## src/sv/sqfs_pkg.sv

```systemverilog
// ----------------------------------------------------------------------------
// sqfs_pkg: shared constants for the square-free split block
// Field widths, default value-path width and the first trial divisor.
// ----------------------------------------------------------------------------
package sqfs_pkg;

   localparam int VALUE_IN_W      = 31;  // width of the request value port
   localparam int FACTOR_W        = 16;  // width of the outside factor port
   localparam int RADICAND_W      = 31;  // width of the radicand port
   localparam int DEF_VALUE_WIDTH = 31;  // default width of the value path
   localparam int FIRST_DIVISOR   = 2;

endpackage

```

## src/sv/sqfs_div.sv

```systemverilog
// ----------------------------------------------------------------------------
// sqfs_div: iterative restoring divider
// One quotient bit per cycle; done pulses once per division.
// ----------------------------------------------------------------------------
module sqfs_div
   import sqfs_pkg::*;
#(
   parameter int W = DEF_VALUE_WIDTH
) (
   input  logic         clock,
   input  logic         reset,
   input  logic         start,
   input  logic [W-1:0] dividend,
   input  logic [W-1:0] divisor,
   output logic         done,
   output logic [W-1:0] quot,
   output logic         rem_zero
);

   localparam int CW = $clog2(W);

   typedef enum logic {DV_IDLE, DV_RUN} div_state_type;

   div_state_type  state_ff;
   logic           done_ff;
   logic [CW-1:0]  count_ff;
   logic [W-1:0]   quot_ff;
   logic [W-1:0]   rem_ff;
   logic [W-1:0]   divisor_ff;

   logic [W:0]     trial;
   logic [W:0]     diff;
   logic           ge;
   logic [W-1:0]   rem_in;

   // shift next dividend bit into the partial remainder, subtract if it fits
   assign trial  = {rem_ff, quot_ff[W-1]};
   assign diff   = trial - {1'b0, divisor_ff};
   assign ge     = (trial >= {1'b0, divisor_ff});
   assign rem_in = ge ? diff[W-1:0] : trial[W-1:0];

   always_ff @(posedge clock) begin
      if (reset) begin
         state_ff <= DV_IDLE;
         done_ff  <= 1'b0;
      end else begin
         done_ff <= 1'b0;
         case (state_ff)
            DV_IDLE: begin
               if (start) begin
                  state_ff <= DV_RUN;
               end
            end
            DV_RUN: begin
               if (count_ff == '0) begin
                  state_ff <= DV_IDLE;
                  done_ff  <= 1'b1;
               end
            end
            default: begin
               state_ff <= DV_IDLE;
            end
         endcase
      end

      if (state_ff == DV_IDLE && start) begin
         quot_ff    <= dividend;
         rem_ff     <= '0;
         divisor_ff <= divisor;
         count_ff   <= CW'(W - 1);
      end else if (state_ff == DV_RUN) begin
         quot_ff  <= {quot_ff[W-2:0], ge};
         rem_ff   <= rem_in;
         count_ff <= count_ff - 1'b1;
      end
   end

   assign done     = done_ff;
   assign quot     = quot_ff;
   assign rem_zero = (rem_ff == '0);

endmodule

```

## src/sv/square_free_split.sv

```systemverilog
// ----------------------------------------------------------------------------
// square_free_split: n = a*a*b with b square-free (sqrt(n) -> a*sqrt(b))
// Trial division by d*d, d counting up from 2, on a shared multiplier and an
// iterative divider.
// ----------------------------------------------------------------------------
//
//  channel   | ports                                      | handshake
//  ----------+--------------------------------------------+----------------------
//  request   | req_value_in                               | start & !busy
//  response  | rsp_outside_factor, rsp_inside_radicand    | rsp_strobe, 1 cycle
//
// Steps: per trial divisor that does not divide, a square, a compare and a
//   divide; per square factor removed, a compare, a divide and a scale.
//   The worst case is set by the bit-serial divider inside the trial loop.
// busy is high from the accepted transaction until the response strobe;
//   the strobe cycle already accepts the next transaction.
// Reset is synchronous and clears the sequencer and the strobe only.
// The receiver cannot stall: each response is shown for exactly one cycle.
// ----------------------------------------------------------------------------
module square_free_split
   import sqfs_pkg::*;
#(
   parameter int VALUE_WIDTH = DEF_VALUE_WIDTH
) (
   input  logic                  clock,
   input  logic                  reset,
   input  logic                  start,
   output logic                  busy,
   input  logic [VALUE_IN_W-1:0] req_value_in,
   output logic                  rsp_strobe,
   output logic [FACTOR_W-1:0]   rsp_outside_factor,
   output logic [RADICAND_W-1:0] rsp_inside_radicand
);

   // d never exceeds 2^ceil(VALUE_WIDTH/2); one spare bit holds that value
   localparam int DW = (VALUE_WIDTH + 1) / 2 + 1;
   localparam int SW = 2 * DW;
   localparam int IXW = VALUE_WIDTH + VALUE_IN_W;
   localparam int FXW = DW + FACTOR_W;
   localparam int RXW = VALUE_WIDTH + RADICAND_W;

   typedef enum logic [2:0] {
      ST_IDLE,
      ST_SQUARE,   // sq = d*d on the shared multiplier
      ST_CHECK,    // loop test d*d <= rest, launch the divider
      ST_DIV,      // wait for rest / sq
      ST_SCALE     // outside = outside*d on the shared multiplier
   } state_type;

   state_type               state_ff, state_in;
   logic [VALUE_WIDTH-1:0]  rest_ff, rest_in;
   logic [DW-1:0]           d_ff, d_in;
   logic [SW-1:0]           sq_ff, sq_in;
   logic [DW-1:0]           outside_ff, outside_in;
   logic                    rsp_strobe_ff, rsp_strobe_in;
   logic [FACTOR_W-1:0]     rsp_factor_ff, rsp_factor_in;
   logic [RADICAND_W-1:0]   rsp_radicand_ff, rsp_radicand_in;

   logic [IXW-1:0]          req_ext;
   logic [FXW-1:0]          factor_ext;
   logic [RXW-1:0]          radicand_ext;
   logic [DW-1:0]           mul_a;
   logic [SW-1:0]           mul_p;
   logic                    sq_fits;
   logic                    div_start;
   logic                    div_done;
   logic [VALUE_WIDTH-1:0]  div_quot;
   logic                    div_rem_zero;

   // bits of the request above VALUE_WIDTH are dropped, missing ones are zero
   assign req_ext      = IXW'(req_value_in);
   assign factor_ext   = FXW'(outside_ff);
   assign radicand_ext = RXW'(rest_ff);

   // shared multiplier: d*d while squaring, outside*d while scaling
   assign mul_a   = (state_ff == ST_SCALE) ? outside_ff : d_ff;
   assign mul_p   = SW'(mul_a) * SW'(d_ff);

   assign sq_fits = (sq_ff <= SW'(rest_ff));

   sqfs_div #(
      .W (VALUE_WIDTH)
   ) u_div (
      .clock    (clock),
      .reset    (reset),
      .start    (div_start),
      .dividend (rest_ff),
      .divisor  (sq_ff[VALUE_WIDTH-1:0]),  // sq <= rest here, so it fits
      .done     (div_done),
      .quot     (div_quot),
      .rem_zero (div_rem_zero)
   );

   always_comb begin
      state_in        = state_ff;
      rest_in         = rest_ff;
      d_in            = d_ff;
      sq_in           = sq_ff;
      outside_in      = outside_ff;
      rsp_strobe_in   = 1'b0;
      rsp_factor_in   = rsp_factor_ff;
      rsp_radicand_in = rsp_radicand_ff;
      div_start       = 1'b0;

      case (state_ff)
         ST_IDLE: begin
            if (start) begin
               rest_in    = req_ext[VALUE_WIDTH-1:0];
               d_in       = DW'(FIRST_DIVISOR);
               outside_in = DW'(1);
               state_in   = ST_SQUARE;
            end
         end
         ST_SQUARE: begin
            sq_in    = mul_p;
            state_in = ST_CHECK;
         end
         ST_CHECK: begin
            if (sq_fits) begin
               div_start = 1'b1;
               state_in  = ST_DIV;
            end else begin
               // loop ends: rest is the square-free part (0 and 1 land here)
               rsp_strobe_in   = 1'b1;
               rsp_factor_in   = factor_ext[FACTOR_W-1:0];
               rsp_radicand_in = radicand_ext[RADICAND_W-1:0];
               state_in        = ST_IDLE;
            end
         end
         ST_DIV: begin
            if (div_done) begin
               if (div_rem_zero) begin
                  // d*d divides: strip it and keep the same d
                  rest_in  = div_quot;
                  state_in = ST_SCALE;
               end else begin
                  d_in     = d_ff + 1'b1;
                  state_in = ST_SQUARE;
               end
            end
         end
         ST_SCALE: begin
            outside_in = mul_p[DW-1:0];
            state_in   = ST_CHECK;
         end
         default: begin
            state_in = ST_IDLE;
         end
      endcase
   end

   always_ff @(posedge clock) begin
      if (reset) begin
         state_ff      <= ST_IDLE;
         rsp_strobe_ff <= 1'b0;
      end else begin
         state_ff      <= state_in;
         rsp_strobe_ff <= rsp_strobe_in;
      end
      rest_ff         <= rest_in;
      d_ff            <= d_in;
      sq_ff           <= sq_in;
      outside_ff      <= outside_in;
      rsp_factor_ff   <= rsp_factor_in;
      rsp_radicand_ff <= rsp_radicand_in;
   end

   assign busy                = (state_ff != ST_IDLE);
   assign rsp_strobe          = rsp_strobe_ff;
   assign rsp_outside_factor  = rsp_factor_ff;
   assign rsp_inside_radicand = rsp_radicand_ff;

endmodule

```

## config.mk

```make
export PLATFORM = sky130hd
export DESIGN_NAME = square_free_split
export DESIGN_NICKNAME = d
export VERILOG_FILES = /design/src/sv/sqfs_pkg.sv /design/src/sv/sqfs_div.sv /design/src/sv/square_free_split.sv
export SDC_FILE = /design/constraint.sdc
export NUM_CORES = 1
export LEC_CHECK = 0
export CAP_MARGIN = 20
export CELL_PAD_IN_SITES_DETAIL_PLACEMENT = 0
export CELL_PAD_IN_SITES_GLOBAL_PLACEMENT = 1
export CORE_AREA = 5 5 225 227
export DETAILED_ROUTE_END_ITERATION = 12
export DIE_AREA = 0 0 230 232
export DONT_BUFFER_PORTS = 1
export PLACE_DENSITY_LB_ADDON = 0.1
export SLEW_MARGIN = 0
export SYNTH_ARGS = -nofsm -noshare
export SYNTH_HDL_FRONTEND = slang
export SYNTH_SLANG_ARGS = --single-unit
```

## constraint.sdc

```tcl
create_clock -name clock -period 14.1 [get_ports clock]
set_input_delay 2.82 -clock clock [delete_from_list [all_inputs] [get_ports clock]]
set_output_delay 2.82 -clock clock [all_outputs]
set_load 0.02 [all_outputs]
```

==> metrics <==
outcome finished clean; post-synth top area share 29.0%; Most common cell on crit path sky130_fd_sc_hd__fa_1; clock tree skew after final layout 25.3 ps; setup repair after global routing missed its margin false; number of optimization iterations in the first detailed-route pass 5; cell types with the largest area share after synthesis sky130_fd_sc_hd__edfxtp_1 29%, sky130_fd_sc_hd__fa_1 21%, sky130_fd_sc_hd__ha_1 10%, sky130_fd_sc_hd__inv_1 6.2%, sky130_fd_sc_hd__nand2_1 5.4%; post-detailed-placement half-perimeter wirelength around 46000 um; clock tree buffer depth 3; Worst Hold Path Cells 1; dominant cell by count in the synthesized netlist sky130_fd_sc_hd__inv_1; timing startpoint of the critical path state_ff[0]; classification of the worst-slack hold path register to register; count of maximum capacitance violations 0; crit path setup slack, layout 5880 ps; H-tree levels 1; clock slew seen by the registers of the worst setup and hold paths 70 ps; hold buffer count at cts 0; final setup vio count 0; Worst Hold Slack 447 ps; post-synthesis cell type count 67; overall die height 232 um; routed wire length 58800 um; pin count of the biggest net entering global routing 64; sequential fraction of the synthesis area ~33%; total congestion overflow 0; Cell Area, Synth 21500 um2; CTS tree done; CP peak stage delay 770 ps; routed wirelength normalized by instance count ~21 um; synthesis-to-layout area growth 6.90%; CP endpoint kind register; Gate Count Post-Synth 2154; weighted congestion at the end of routability-driven global placement approximately 0.86; antenna viol nets, final 0; startpoint-to-endpoint class of the critical path register to register; drt drc 0; async set-or-reset flop fraction in the synthesized netlist 0%; number of enable flip-flop cells after synthesis around 210; initial antenna violation count 1; most common library cells after synthesis 357 x sky130_fd_sc_hd__inv_1, 312 x sky130_fd_sc_hd__nand2_1, 225 x sky130_fd_sc_hd__fa_1; Hold Crit Start u_div.count_ff[4]; Port Buf Inserts 0; Synthesis Warnings 0; clock latency on the worst-skew pair 560 ps; number of global-route vias before repair 15498; final clock period utilization by the worst path 58.3%; final setup TNS 0 ps; total via count after detailed routing between 10000 and 15000; WP data required 14400 ps; fraction of final layout cells sized beyond drive strength 1 between 5 and 6%; Data arrival, critical path about 8500 ps; nets 2542; post-route cell area 23000 um2; average cell area after synthesis 10.0 um2; clk sinks 250; flop and latch count out of synthesis 250; largest driver fanout on the critical path 33; count of routing violations after the opening detailed-route iteration 824; Root Driver sky130_fd_sc_hd__clkbuf_16; row count 81; TritonCTS buffer count 26; critical path depth 26; overall track demand over capacity in global routing 22.1%; Worst R2R Path Depth 26; minimum setup slack after placement 5840 ps; wire length of the first global-routing pass 91600 um; final hold violation count 0; number of buffers inserted to repair setup after CTS 0; Placed Area 22200 um2; post-synth net total about 2600; WP buf/inv 5; cell family with the largest share of critical-path delay adder cells; worst slew slack as a fraction of its limit approximately a third; CP max stage cell sky130_fd_sc_hd__a21boi_0; highest attainable clock frequency 0.122 GHz; startpoint of the most critical register-to-register path state_ff[0]; Core Region between 40000 and 50000 um2; time the worst path needs with I/O delays and setup 8220 ps; die extent in x roughly 230 um; top cell type by total area after synthesis sky130_fd_sc_hd__edfxtp_1; ports placed on the boundary 83; critical path launch point type register; number of diodes added for antenna fixing 0; transition time of the tightest slew-check pin 1020 ps; CTS resizes 0; max-slew violations 0; leading register cell type out of synthesis sky130_fd_sc_hd__edfxtp_1; vias per cell 5.41; Total Die Area 53400 um2; starting density of the core 44.5%
## layout by cell type (no fill, tap or decap), types with 37 or more instances in the layout
cell type                  count
sky130_fd_sc_hd__inv_1       357
sky130_fd_sc_hd__nand2_1     312
sky130_fd_sc_hd__fa_1        225
sky130_fd_sc_hd__edfxtp_1    208
sky130_fd_sc_hd__ha_1        172
sky130_fd_sc_hd__and2_1      133
sky130_fd_sc_hd__o21ai_0      87
sky130_fd_sc_hd__a21oi_1      66
sky130_fd_sc_hd__nor2_1       64
sky130_fd_sc_hd__dfxtp_1      42
sky130_fd_sc_hd__xnor2_1      41
sky130_fd_sc_hd__a21o_1       37
## registers in the layout, indices dropped and copies added (netlist names)
register and count:
d_ff 17, outside_ff 17, rest_ff 31, rsp_inside_radicand 31, rsp_outside_factor 16, rsp_strobe 1, sq_ff 34, state_ff 3
u_div.count_ff 5, u_div.divisor_ff 31, u_div.done 1, u_div.quot 31, u_div.rem_ff 31, u_div.state_ff 1
## area by class of cell
type	instances	area, um2
sequential	250	7090
multi-input combinational	1450	12800
clock buffer	32	673
inverter	357	1340
timing repair buffer	26	208
tap	622	778
fill	4588	25400
clock inverter	14	156
## worst paths after layout
check                     to  slack (ps)
setup / recovery   sq_ff[33]        5880
hold / removal    u_div.done         450
setup reg to reg   sq_ff[33]        5880
hold reg to reg   u_div.done         450
## worst reg2reg max path, stage by stage, from the launching register on
cell and delay (ps):
sky130_fd_sc_hd__dfxtp_1 380, sky130_fd_sc_hd__nor2_1 340, sky130_fd_sc_hd__nand2_1 160, sky130_fd_sc_hd__buf_4 280, sky130_fd_sc_hd__nand2_1 130, sky130_fd_sc_hd__nand2_1 430, sky130_fd_sc_hd__and2_1 380, sky130_fd_sc_hd__fa_1 500
sky130_fd_sc_hd__inv_1 50, sky130_fd_sc_hd__fa_1 490, sky130_fd_sc_hd__fa_1 510, sky130_fd_sc_hd__inv_1 50, sky130_fd_sc_hd__fa_1 460, sky130_fd_sc_hd__fa_1 540, sky130_fd_sc_hd__inv_1 50, sky130_fd_sc_hd__fa_1 530
sky130_fd_sc_hd__inv_1 40, sky130_fd_sc_hd__ha_1 350, sky130_fd_sc_hd__nand2_1 90, sky130_fd_sc_hd__nor2_1 170, sky130_fd_sc_hd__o2111ai_1 160, sky130_fd_sc_hd__a21boi_0 770, sky130_fd_sc_hd__a41oi_1 300, sky130_fd_sc_hd__o211ai_1 400
sky130_fd_sc_hd__a221o_1 210, sky130_fd_sc_hd__a21oi_1 80, sky130_fd_sc_hd__xnor2_1 120
## per-stage QoR
stage	instances	util, %
final	2751	47.5
after global routing	2751	47.5
after CTS	2751	47.5
after detailed placement	2705	45.8
after global placement	2704	45.8
after floorplan	2154	-
## routing by layer
layer / part of all wire (%) / track usage, % / up-vias
met4: 4.0 / 7.83 / 2
met3: 4.1 / 2.59 / 98
met5: 0.020 / 0 / -
met2: 49 / 38.0 / 345
met1: 43 / 29.0 / 7467
li1: - / - / 6958
## cell families after synthesis
| logic type | count (synthesis) | share of synthesized area (%) |
|---|---|---|
| and+or+nand+nor | 632 | 13.9 |
| DFF | 250 | 32.9 |
| muxes | 48 | 2.40 |
| AOI/OAI and AO/OA | 302 | 9.04 |
| buffers and inverters | 454 | 7.96 |
| adders and majority gates | 397 | 30.9 |
| xor gates and xnor gates | 71 | 2.89 |
Power is not shown: default switching activity piles up to over one toggle a cycle in this logic, so the estimate is an artifact.
